==> config.mk <==
export PLATFORM = sky130hd
export DESIGN_NAME = stack_calculator_alu
export DESIGN_NICKNAME = d
export VERILOG_FILES = /design/src/design/sc_pkg.sv /design/src/design/sc_stack.sv /design/src/design/sc_arith.sv /design/src/design/stack_calculator_alu.sv
export SDC_FILE = /design/constraint.sdc
export NUM_CORES = 2
export LEC_CHECK = 0
export BUFFER_PORTS_ARGS = -buffer_cell sky130_fd_sc_hd__buf_4
export CORE_ASPECT_RATIO = 0.7
export CORE_UTILIZATION = 46
export DETAILED_ROUTE_END_ITERATION = 10
export PLACE_DENSITY_LB_ADDON = 0.3
export SLEW_MARGIN = 20
export SYNTH_ARGS = -nofsm -noshare
export SYNTH_HDL_FRONTEND = slang
export SYNTH_SLANG_ARGS = --single-unit
export TNS_END_PERCENT = 1
==> constraint.sdc <==
create_clock -name aclk -period 9.5 [get_ports aclk]
set_input_delay 1.425 -clock aclk [delete_from_list [all_inputs] [get_ports aclk]]
set_output_delay 1.425 -clock aclk [all_outputs]
set_load 0.05 [all_outputs]
==> src/design/sc_pkg.sv <==
// ----------------------------------------------------------------------------
// sc_pkg
// Shared types and constants for the stack calculator execute unit.
// ----------------------------------------------------------------------------
package sc_pkg;

    // Default sizes of the stack and of one stack entry.
    localparam int STACK_DEPTH_DEF = 128;
    localparam int DATA_WIDTH_DEF  = 32;

    // Fixed port field widths.
    localparam int KIND_W   = 3;
    localparam int LIT_W    = 32;
    localparam int TOP_W    = 32;
    localparam int DEPTH_W  = 8;
    localparam int STATUS_W = 2;

    // Instruction codes carried by the kind field.
    typedef enum logic [KIND_W-1:0] {
        KIND_PUSH = 3'd0,
        KIND_ADD  = 3'd1,
        KIND_SUB  = 3'd2,
        KIND_MULT = 3'd3,
        KIND_DIV  = 3'd4
    } kind_t;

    // Status codes returned with each result item.
    typedef enum logic [STATUS_W-1:0] {
        ST_OK        = 2'd0,
        ST_UNDERFLOW = 2'd1,
        ST_OVERFLOW  = 2'd2,
        ST_DIV_ZERO  = 2'd3
    } status_t;

    // Command from the sequencer to the serial arithmetic unit.
    typedef struct packed {
        logic  start;
        kind_t op;
    } arith_cmd_t;

endpackage

==> src/design/sc_stack.sv <==
// ----------------------------------------------------------------------------
// sc_stack
// Stack storage: one write port and one registered read port.
// ----------------------------------------------------------------------------
module sc_stack
    import sc_pkg::*;
#(
    parameter int STACK_DEPTH = STACK_DEPTH_DEF,
    parameter int DATA_WIDTH  = DATA_WIDTH_DEF,
    localparam int AW         = (STACK_DEPTH > 1) ? $clog2(STACK_DEPTH) : 1
) (
    input  logic                  aclk,
    input  logic                  wr_en,
    input  logic [AW-1:0]         wr_addr,
    input  logic [DATA_WIDTH-1:0] wr_data,
    input  logic                  rd_en,
    input  logic [AW-1:0]         rd_addr,
    output logic [DATA_WIDTH-1:0] rd_data
);

    logic [DATA_WIDTH-1:0] mem [STACK_DEPTH];
    logic [DATA_WIDTH-1:0] rd_data_reg;

    // Write port.
    always_ff @(posedge aclk) begin
        if (wr_en) begin
            mem[wr_addr] <= wr_data;
        end
    end

    // Registered read port.
    always_ff @(posedge aclk) begin
        if (rd_en) begin
            rd_data_reg <= mem[rd_addr];
        end
    end

    assign rd_data = rd_data_reg;

endmodule

==> src/design/sc_arith.sv <==
// ----------------------------------------------------------------------------
// sc_arith
// Serial arithmetic unit. Add and subtract run one bit per cycle through a
// serial adder, multiply takes one multiplier bit per cycle (shift and add),
// and divide produces one quotient bit per cycle (restoring division).
// ----------------------------------------------------------------------------
module sc_arith
    import sc_pkg::*;
#(
    parameter int DATA_WIDTH = DATA_WIDTH_DEF
) (
    input  logic                  aclk,
    input  logic                  aresetn,
    input  arith_cmd_t            cmd,
    input  logic [DATA_WIDTH-1:0] op_a,
    input  logic [DATA_WIDTH-1:0] op_b,
    output logic                  done,
    output logic [DATA_WIDTH-1:0] result
);

    localparam int W  = DATA_WIDTH;
    localparam int CW = $clog2(W);

    typedef enum logic [2:0] {
        A_IDLE = 3'b001,
        A_RUN  = 3'b010,
        A_FIN  = 3'b100
    } astate_t;

    astate_t       state_reg, state_next;
    kind_t         op_reg, op_next;
    logic [W-1:0]  sa_reg, sa_next;
    logic [W-1:0]  sb_reg, sb_next;
    logic [W-1:0]  res_reg, res_next;
    logic [W-1:0]  rem_reg, rem_next;
    logic          carry_reg, carry_next;
    logic          neg_reg, neg_next;
    logic [CW-1:0] cnt_reg, cnt_next;

    logic          sum_bit;
    logic [W:0]    shifted;
    logic [W+1:0]  diff;
    logic          ge;

    // One serial step of the add, subtract and divide operations.
    always_comb begin
        sum_bit = sa_reg[0] ^ sb_reg[0] ^ carry_reg;
        shifted = {rem_reg, sa_reg[W-1]};
        diff    = {1'b0, shifted} - {2'b00, sb_reg};
        ge      = ~diff[W+1];
    end

    // Sequencing of the serial steps.
    always_comb begin
        state_next = state_reg;
        op_next    = op_reg;
        sa_next    = sa_reg;
        sb_next    = sb_reg;
        res_next   = res_reg;
        rem_next   = rem_reg;
        carry_next = carry_reg;
        neg_next   = neg_reg;
        cnt_next   = cnt_reg;
        unique case (state_reg)
            A_IDLE: begin
                if (cmd.start) begin
                    state_next = A_RUN;
                    op_next    = cmd.op;
                    cnt_next   = '0;
                    res_next   = '0;
                    rem_next   = '0;
                    carry_next = (cmd.op == KIND_SUB);
                    neg_next   = op_a[W-1] ^ op_b[W-1];
                    sa_next    = op_a;
                    sb_next    = op_b;
                    unique case (cmd.op)
                        KIND_SUB: begin
                            sb_next = ~op_b;
                        end
                        KIND_DIV: begin
                            sa_next = op_a[W-1] ? (W'(0) - op_a) : op_a;
                            sb_next = op_b[W-1] ? (W'(0) - op_b) : op_b;
                        end
                        default: begin
                        end
                    endcase
                end
            end
            A_RUN: begin
                unique case (op_reg)
                    KIND_ADD, KIND_SUB: begin
                        res_next   = {sum_bit, res_reg[W-1:1]};
                        carry_next = (sa_reg[0] & sb_reg[0]) | (sa_reg[0] & carry_reg)
                                   | (sb_reg[0] & carry_reg);
                        sa_next    = {1'b0, sa_reg[W-1:1]};
                        sb_next    = {1'b0, sb_reg[W-1:1]};
                    end
                    KIND_MULT: begin
                        res_next = res_reg + (sb_reg[0] ? sa_reg : '0);
                        sa_next  = {sa_reg[W-2:0], 1'b0};
                        sb_next  = {1'b0, sb_reg[W-1:1]};
                    end
                    default: begin
                        rem_next = ge ? diff[W-1:0] : shifted[W-1:0];
                        sa_next  = {sa_reg[W-2:0], ge};
                    end
                endcase
                if (cnt_reg == CW'(W - 1)) begin
                    state_next = A_FIN;
                end else begin
                    cnt_next = cnt_reg + CW'(1);
                end
            end
            A_FIN: begin
                state_next = A_IDLE;
            end
            default: begin
                state_next = A_IDLE;
            end
        endcase
    end

    always_ff @(posedge aclk) begin
        if (!aresetn) begin
            state_reg <= A_IDLE;
        end else begin
            state_reg <= state_next;
        end
    end

    always_ff @(posedge aclk) begin
        op_reg    <= op_next;
        sa_reg    <= sa_next;
        sb_reg    <= sb_next;
        res_reg   <= res_next;
        rem_reg   <= rem_next;
        carry_reg <= carry_next;
        neg_reg   <= neg_next;
        cnt_reg   <= cnt_next;
    end

    // The quotient takes its sign in the final cycle.
    assign done   = (state_reg == A_FIN);
    assign result = (op_reg == KIND_DIV) ? (neg_reg ? (W'(0) - sa_reg) : sa_reg) : res_reg;

endmodule

==> src/design/stack_calculator_alu.sv <==
// ----------------------------------------------------------------------------
// stack_calculator_alu
// Execute unit of a stack machine: push, add, subtract, multiply, divide.
// ----------------------------------------------------------------------------
// One item is one instruction, and each item returns one result item with the
// new top of stack, the depth and a status. Items are handled one at a time.
// A push, an underflow, an overflow or an unused code goes from decode straight
// to the response state, which loads the output register when it is free. A
// division by zero takes one cycle more, since the divisor has to be read from
// the stack memory first. An arithmetic item passes through decode, which reads
// the second entry from the stack memory, a load state, which starts the serial
// arithmetic unit with that entry, and an execute state, in which the unit
// handles one bit of the operands (add, subtract), of the multiplier or of the
// quotient per cycle and then signals completion; the result is written back
// in the same cycle as completion, and the response state then loads the
// output register. The top of stack is held in a register, so each operation
// reads the memory once. A new item is taken while the previous result still
// waits on the output; the next result then waits until the output is free,
// and the input stalls meanwhile.
// ----------------------------------------------------------------------------
module stack_calculator_alu
    import sc_pkg::*;
#(
    parameter int STACK_DEPTH = STACK_DEPTH_DEF,
    parameter int DATA_WIDTH  = DATA_WIDTH_DEF
) (
    input  logic                       aclk,
    input  logic                       aresetn,
    input  logic                       s_valid,
    output logic                       s_ready,
    input  logic [KIND_W-1:0]          s_kind,
    input  logic signed [LIT_W-1:0]    s_literal,
    output logic                       m_valid,
    input  logic                       m_ready,
    output logic signed [TOP_W-1:0]    m_top_value,
    output logic [DEPTH_W-1:0]         m_depth,
    output logic [STATUS_W-1:0]        m_status
);

    localparam int W   = DATA_WIDTH;
    localparam int AW  = (STACK_DEPTH > 1) ? $clog2(STACK_DEPTH) : 1;
    localparam int SPW = $clog2(STACK_DEPTH + 1);

    typedef enum logic [4:0] {
        S_IDLE   = 5'b00001,
        S_DECODE = 5'b00010,
        S_LOAD   = 5'b00100,
        S_EXEC   = 5'b01000,
        S_RESP   = 5'b10000
    } state_t;

    state_t               state_reg, state_next;
    kind_t                kind_reg, kind_next;
    logic [W-1:0]         lit_reg, lit_next;
    logic [SPW-1:0]       sp_reg, sp_next;
    logic [W-1:0]         top_reg, top_next;
    status_t              status_reg, status_next;
    logic                 m_valid_reg, m_valid_next;
    logic [TOP_W-1:0]     m_top_value_reg, m_top_value_next;
    logic [DEPTH_W-1:0]   m_depth_reg, m_depth_next;
    logic [STATUS_W-1:0]  m_status_reg, m_status_next;

    logic                 wr_en;
    logic [AW-1:0]        wr_addr;
    logic [W-1:0]         wr_data;
    logic                 rd_en;
    logic [AW-1:0]        rd_addr;
    logic [W-1:0]         rd_data;
    arith_cmd_t           cmd;
    logic                 arith_done;
    logic [W-1:0]         arith_result;
    logic [AW-1:0]        second_addr;
    logic                 out_free;

    // Stack storage.
    sc_stack #(
        .STACK_DEPTH (STACK_DEPTH),
        .DATA_WIDTH  (DATA_WIDTH)
    ) u_stack (
        .aclk    (aclk),
        .wr_en   (wr_en),
        .wr_addr (wr_addr),
        .wr_data (wr_data),
        .rd_en   (rd_en),
        .rd_addr (rd_addr),
        .rd_data (rd_data)
    );

    // Serial arithmetic: operand a is the top, operand b the entry below it.
    sc_arith #(
        .DATA_WIDTH (DATA_WIDTH)
    ) u_arith (
        .aclk    (aclk),
        .aresetn (aresetn),
        .cmd     (cmd),
        .op_a    (top_reg),
        .op_b    (rd_data),
        .done    (arith_done),
        .result  (arith_result)
    );

    assign second_addr = AW'(sp_reg - SPW'(2));
    assign rd_addr     = second_addr;
    assign rd_en       = (state_reg == S_DECODE);
    assign out_free    = !m_valid_reg || m_ready;

    // Instruction sequencer.
    always_comb begin
        state_next       = state_reg;
        kind_next        = kind_reg;
        lit_next         = lit_reg;
        sp_next          = sp_reg;
        top_next         = top_reg;
        status_next      = status_reg;
        m_top_value_next = m_top_value_reg;
        m_depth_next     = m_depth_reg;
        m_status_next    = m_status_reg;
        m_valid_next     = m_valid_reg && !m_ready;
        wr_en            = 1'b0;
        wr_addr          = second_addr;
        wr_data          = arith_result;
        cmd.start        = 1'b0;
        cmd.op           = kind_reg;
        unique case (state_reg)
            S_IDLE: begin
                if (s_valid) begin
                    kind_next  = kind_t'(s_kind);
                    lit_next   = W'(s_literal);
                    state_next = S_DECODE;
                end
            end
            S_DECODE: begin
                status_next = ST_OK;
                state_next  = S_RESP;
                unique case (kind_reg)
                    KIND_PUSH: begin
                        if (sp_reg >= SPW'(STACK_DEPTH)) begin
                            status_next = ST_OVERFLOW;
                        end else begin
                            wr_en    = 1'b1;
                            wr_addr  = AW'(sp_reg);
                            wr_data  = lit_reg;
                            top_next = lit_reg;
                            sp_next  = sp_reg + SPW'(1);
                        end
                    end
                    KIND_ADD, KIND_SUB, KIND_MULT, KIND_DIV: begin
                        if (sp_reg < SPW'(2)) begin
                            status_next = ST_UNDERFLOW;
                        end else begin
                            state_next = S_LOAD;
                        end
                    end
                    default: begin
                    end
                endcase
            end
            S_LOAD: begin
                // The second entry is now on the read port.
                if (kind_reg == KIND_DIV && rd_data == '0) begin
                    status_next = ST_DIV_ZERO;
                    state_next  = S_RESP;
                end else begin
                    cmd.start  = 1'b1;
                    state_next = S_EXEC;
                end
            end
            S_EXEC: begin
                if (arith_done) begin
                    wr_en      = 1'b1;
                    top_next   = arith_result;
                    sp_next    = sp_reg - SPW'(1);
                    state_next = S_RESP;
                end
            end
            S_RESP: begin
                if (out_free) begin
                    m_valid_next     = 1'b1;
                    m_top_value_next = (sp_reg != '0) ? TOP_W'(top_reg) : '0;
                    m_depth_next     = DEPTH_W'(sp_reg);
                    m_status_next    = status_reg;
                    state_next       = S_IDLE;
                end
            end
            default: begin
                state_next = S_IDLE;
            end
        endcase
    end

    // Control state.
    always_ff @(posedge aclk) begin
        if (!aresetn) begin
            state_reg   <= S_IDLE;
            sp_reg      <= '0;
            m_valid_reg <= 1'b0;
        end else begin
            state_reg   <= state_next;
            sp_reg      <= sp_next;
            m_valid_reg <= m_valid_next;
        end
    end

    // Payload registers.
    always_ff @(posedge aclk) begin
        kind_reg        <= kind_next;
        lit_reg         <= lit_next;
        top_reg         <= top_next;
        status_reg      <= status_next;
        m_top_value_reg <= m_top_value_next;
        m_depth_reg     <= m_depth_next;
        m_status_reg    <= m_status_next;
    end

    assign s_ready     = (state_reg == S_IDLE);
    assign m_valid     = m_valid_reg;
    assign m_top_value = m_top_value_reg;
    assign m_depth     = m_depth_reg;
    assign m_status    = m_status_reg;

endmodule
# Word-level counts from Yosys, hierarchy flattened
# Memory sizes are Yosys's and may differ from the RTL's. A register that Yosys moved wholly into a read port is not among the register bits.
# Cells that the tools add are included.
# W data, S select, Z words.
op_classes:
  eq_ne: 30
  order_cmp: 2
  mux: 64
  bitwise_logic: 10
  reduce_logical: 27
  n_addsub: 9
op_table:
  columns: ["op", "count"]
  rows:
  - ["$mux W32", 18]
  - ["$pmux W32 S2", 8]
  - ["$sub A1 B32 Y32 const A", 3]
  - ["$mux W5", 8]
  - ["$sub A33 B32 Y34", 1]
  - ["$add A32 B32 Y32", 1]
  - ["$logic_not A32 Y1", 1]
  - ["$not A32 Y32", 1]
  - ["$pmux W5 S5", 1]
  - ["$mux W8", 3]
  - ["$mux W7", 3]
  - ["$ne A2 B2 Y1 const B", 10]
  - ["$reduce_and A3 Y1", 6]
  - ["$pmux W8 S2", 1]
  - ["$eq A3 B2 Y1 const B", 5]
  - ["$mux W1", 12]
  - ["$reduce_and A2 Y1", 6]
  - ["$eq A5 B5 Y1 const B", 2]
  - ["$pmux W5 S2", 1]
  - ["$eq A3 B1 Y1 const B", 3]
  - ["$eq A3 B3 Y1 const B", 3]
  - ["$add A8 B1 Y8 const B", 1]
  - ["$ge A8 B8 Y1 const B", 1]
  - ["$lt A8 B2 Y1 const B", 1]
  - ["28 further kinds", 42]
word_totals:
  n_memories: 1
  regBits: 266
  in_bits: 39
  ram_bits: 4096
  word_cells: 162
mem_list:
  columns: ["memory", "depth", "word_bits", "read_ports", "rd_ports_with_merged_regs", "wr", "line_no", "text"]
  rows:
  - ["u_stack.mem", 128, 32, 1, 1, 1, "sc_stack.sv:21", "logic [DATA_WIDTH-1:0] mem [STACK_DEPTH];"]

# Depth between registers and ports, before layout
logic_depth:
  depth_word: 6
  ltp_mapped: 14
  ltp_nobuf: 13

# Modules after synthesis
# From an unflattened synthesis, not the netlist that was laid out.
unflattened:
  cells_unflattened: 7948
  hier_area_um2: 174663.8
by_module_without_submodules:
  columns: ["module", "seq_area_each_um2", "area_each_um2", "cells_per_inst", "instances"]
  rows:
  - ["sc_stack", 123958.9, 156596.4, 5990, 1]
  - ["sc_arith", 4204.0, 12380.6, 1495, 1]
  - ["stack_calculator_alu", 3613.5, 5686.7, 463, 1]

# Worst setup path after synthesis
# No wires, ideal clock.
synth_timing:
  path_type: "reg2reg"
  start: "register u_arith.op_reg[1]"
  end: "memory u_stack.mem[0][1] (netlist bit), data pin"
  n_path_buf: 2
  slack_ns: 1.973
  arrival_time_ns: 6.330
  path_stages_with_launch: 7
  setup_time_ns: 1.197
  cell_sequence: "edfxtp_1 > nor2_1 > and2_1 > clkbuf_1 > buf_1 > o21ai_0 > o21ai_0"
synth_via:
  elab_chain_len: 5
synth_rtl:
  columns: ["element", "line_no", "text"]
  rows:
  - ["from (decl)", "sc_arith.sv:31", "kind_t op_reg, op_next;"]
  - ["from (signal assigned)", "sc_arith.sv:132", "op_reg <= op_next;"]
  - ["$eq A3 B3 Y1 *", "sc_arith.sv:144", "assign result = (op_reg == KIND_DIV) ? (neg_reg ? (W'(0) - sa_reg) : sa_reg) : res_reg;"]
  - ["$mux W32 *", "sc_arith.sv:144", null]
  - ["$mux W32", "stack_calculator_alu.sv:137", "if (sp_reg >= SPW'(STACK_DEPTH)) begin"]
  - ["$mux W32", "stack_calculator_alu.sv:135", "unique case (kind_reg)"]
  - ["$mux W32 *", "stack_calculator_alu.sv:124", "unique case (state_reg)"]
  - ["named net u_stack.wr_data[1]", "sc_stack.sv:15", "input logic [DATA_WIDTH-1:0] wr_data,"]
  - ["to (decl)", "sc_stack.sv:21", null]
# Mark *: on every way through the listed nets, which the timed path passes. The rest lies on a longest branch.

# Final worst setup path
layout_timing:
  start: "register sp_reg[1]"
  end: "register u_stack.rd_data_reg[7], in the netlist u_stack.rd_data[7] (read register of u_stack.mem), data pin"
layout_via:
  elab_chain_len: 1
layout_rtl:
  columns: ["element", "line_no", "text"]
  rows:
  - ["from (decl)", "stack_calculator_alu.sv:55", "logic [SPW-1:0] sp_reg, sp_next;"]
  - ["from (signal assigned)", "stack_calculator_alu.sv:199", "sp_reg <= sp_next;"]
  - ["$sub A7 B2 Y7", "stack_calculator_alu.sv:102", "assign second_addr = AW'(sp_reg - SPW'(2));"]
  - ["to (decl)", "sc_stack.sv:22", "logic [DATA_WIDTH-1:0] rd_data_reg;"]
# No other way between the ends.
# A chain may end at the register's enable or synchronous reset.

==> results_dict.tcl <==
set metrics [dict create \
    synth.distinct_cells 78 \
    post_cts_resized 0 \
    drc 0 \
    rr_startpoint "sp_reg[1]$_SDFFE_PN0P_" \
    area_delta_synth_final_pct 12.28 \
    clkPwrFrac_pct 42.7 \
    fp-row-count 188 \
    irDropWorstVdd_uv 154.7 \
    syn_inst 7914 \
    finalMaxSlewViolations 0 \
    synth_top_family_by_area "multiplexers" \
    syn_area_per_cell_um2 21.99 \
    ant_nets 0 \
    r2r_setup_slack_ns 3.75 \
    setup_tns_ns 0 \
    io_pins 83 \
    period_minus_slack_ns 5.746 \
    placed_cell_area_um2 182600 \
    io_buffers 82 \
    syn_nets 8034 \
    drive_gt1_share_pct 28.61 \
    path_cells "buf_12 > buf_4 > buf_4 > mux4_2 > mux4_2 > mux4_2 > mux2_2" \
    setup_ws_ns 3.754 \
    leakage_uw 0.06026 \
    core_um2 375700 \
    r2r-end "u_stack.rd_data[7]$_DFFE_PP_" \
    cts_buffers 401 \
    die_y_um 516.7 \
    yosys.area_share.simple_pct 2.440 \
    seqPwrFrac_pct 56.7 \
    top_register "u_stack.mem" \
    startpoint_type "flop" \
    cpLargestDelayFamily "buffers and inverters" \
    antenna_found_initial 43 \
    drtIter0Drc 13470 \
    ys.flop_type "edfxtp_1" \
    dieArea_um2 380900 \
    crit_type "flop to flop" \
    routedWlPerCell_um 34.79 \
    hp-start "status_reg[0]$_SDFFCE_PP1P_" \
    postCtsSetupBuffers 0 \
    synth_seq_cells 4394 \
    yosys.area.top_type "edfxtp_1" \
    grt_max_degree 141 \
    drt_pre_antenna_iters 6 \
    synthArstFlopShare_pct 0 \
    synth_compound_area_share_pct 1.580 \
    ys_seq_area_share_pct 75.71 \
    min_period_over_period_pct 60.48 \
    finClkSkew_ns 0.05288 \
    hold_path.class "flop to flop" \
    viasPerCell 6.414 \
    grt_pass1_vias 84550 \
    end_kind "flop" \
    htreeDepth 5 \
    setup_viol 0 \
    synth_fa_ha_area_share_pct 0.5995 \
    p_int_uw 29820 \
    ctsHoldBuffers 0 \
    final_nets 8353 \
    cp_slowest_cell "buf_4" \
    synthMuxAreaShare_pct 17.78 \
    cp_max_fo 140 \
    power_density_nw_per_um2 189.8 \
    cp_slowest_stage_delay_ns 0.95 \
    largest_register_ffs 4096 \
    rsz0062_at_grt "no" \
    pre_cts_ws_ns 3.783 \
    totalWireLength_mm 473.4 \
    power_frac_comb_pct 0.6 \
    tightest_slew_ns 1.151 \
    hold_viol 0 \
    cp_num_buf_inv 3 \
    hold_depth 0 \
    p_sw_share_pct 19.62 \
    synth_xor_area_share_pct 0.8051 \
    ctsLongestPathBuffers 4 \
    overflow 0 \
    grt_pass1_wl_mm 658.1 \
    clkSinkCount 4394 \
    synth.top_cell.area_share_pct 75.51 \
    insertion_delay_ns 0.97 \
    worstPathRequired_ns 10.20 \
    min_to "m_status[0]$_DFFE_PP_" \
    cts-root-buf "clkbuf_16" \
    synth_edf_count 4377 \
    fin_area_um2 195400 \
    track_usage_pct 24.64 \
    initial_core_util_pct 46.34 \
    gp_congestion 0.8774 \
    cts_tree "yes" \
    die_w_um 737.2 \
    r2r_cells 7 \
    slew_headroom_pct 23.28 \
    status "finished clean" \
    clkTransAtPathRegs_ns 0.06 \
    crit_arrival_ns 6.45 \
    maxCapViolCount 0 \
    synth_area_um2 174100 \
    synthTopCellsByArea "edfxtp_1 76%, mux4_2 17%, nand2_1 0.90%" \
    dp_hpwl_mm 264.4 \
    fmax_mhz 174.0 \
    synth_warnings 0 \
    cpMostUsedCell "mux4_2" \
    power.net_switching_uw 7281 \
    vias 87290 \
    startpoint "sp_reg[1]$_SDFFE_PN0P_" \
]
## synthesized netlist by cell type, types with 13 or more instances
cell	n
nand3_1	29
o31ai_1	20
mux2i_1	31
mux4_2	1344
a21o_1	27
edfxtp_1	4377
buf_1	49
o21ai_0	112
dfxtp_1	17
xor2_1	82
nand2_1	416
buf_2	108
nor3_1	27
inv_1	52
a31oi_1	34
clkbuf_1	249
o21bai_1	13
xnor2_1	78
ha_1	77
a211oi_1	15
or3_1	18
and2_1	40
mux2_2	32
nor2_1	297
nand2b_1	15
nor2b_1	49
a21oi_1	142
and3_1	15
## worst reg2reg max path, cell delays in order, from the launching register on
cell	delay, ns
dfxtp_4	0.83
buf_12	0.78
buf_4	0.96
buf_4	1.01
mux4_2	0.55
mux4_2	0.55
mux4_2	0.55
mux2_2	0.29
## area by class of cell
cell class / instances / area [um^2]
fillers: 28540 / 180200
well taps: 5035 / 6300
diodes: 21 / 52.55
inverters: 55 / 206.4
multi-input cells: 3055 / 41760
clock buffers: 496 / 10560
flip-flops and latches: 4394 / 131800
repair buffers: 326 / 2769
clock inverters: 226 / 1997
## power by group through the flow
stage	Sequential (uW)	Combinational [uW]	Clock (uW)
finish	21000	210	15800
global placement	21500	203	0
detailed placement	21500	206	0
CTS	21000	208	16000
global route	21000	221	16700
floorplan	21500	121	0
## layer usage
metal,vias up,track usage [%],share of wire [%]
li1,33880,-,-
met1,47000,37.66,41
met2,5673,34.97,43
met3,701,7.606,14
met4,28,5.452,2.4
met5,-,0,0.036
## worst max path at each step
stage          cells after the start                            end  slack [ns]
3_5_place_dp                       7   u_stack.rd_data[7]$_DFFE_PP_        3.78
4_1_cts                            7   u_stack.rd_data[5]$_DFFE_PP_        3.81
3_3_place_gp                       7  u_stack.rd_data[17]$_DFFE_PP_        3.81
2_1_floorplan                      6    u_stack.mem[0][1]$_DFFE_PP_        1.97
6_report                           7   u_stack.rd_data[7]$_DFFE_PP_        3.75
5_1_grt                            7   u_stack.rd_data[7]$_DFFE_PP_        3.71
## logic make-up after synthesis
| logic type | count (synthesis) |
|---|---|
| fa+ha+maj | 81 |
| buf+inv | 465 |
| compound gates | 445 |
| simple gates | 962 |
| flops | 4394 |
| xor+xnor | 160 |
| mux | 1407 |
## cells in the final DEF (no fill, tap or decap), types with 14 or more instances in the layout
| cell type | instances |
|---|---|
| edfxtp_1 | 4377 |
| mux4_2 | 1344 |
| clkbuf_16 | 409 |
| nand2_1 | 381 |
| buf_4 | 299 |
| nor2_1 | 167 |
| a21oi_1 | 140 |
| nor2_4 | 129 |
| o21ai_0 | 110 |
| clkinv_1 | 99 |
| clkbuf_1 | 87 |
| xor2_1 | 79 |
| xnor2_1 | 77 |
| ha_1 | 76 |
| clkinv_2 | 60 |
| inv_1 | 52 |
| nor2b_1 | 45 |
| and2_1 | 38 |
| a31oi_1 | 34 |
| mux2_2 | 32 |
| mux2i_1 | 31 |
| nand2_4 | 30 |
| bufinv_16 | 30 |
| a21o_1 | 27 |
| nor3_1 | 26 |
| nand3_1 | 25 |
| diode_2 | 21 |
| o31ai_1 | 19 |
| or3_1 | 17 |
| clkinvlp_4 | 16 |
| and3_1 | 15 |
| a211oi_1 | 15 |
| dfxtp_1 | 15 |
| nand2b_1 | 14 |
| buf_12 | 14 |
## through the flow
step / hold WS, ns / std cells / util [%] / total power [uW]
floorplan: 0.4003 / 7914 / - / 21570
global placement: 0.4043 / 12860 / 48.61 / 21660
detailed placement: 0.4120 / 12860 / 48.61 / 21670
CTS: 0.4268 / 13580 / 51.96 / 37280
global route: 0.4264 / 13590 / 52.01 / 37960
finish: 0.4307 / 13610 / 52.02 / 37100
Note: power is estimated with default switching activity, not from simulation.
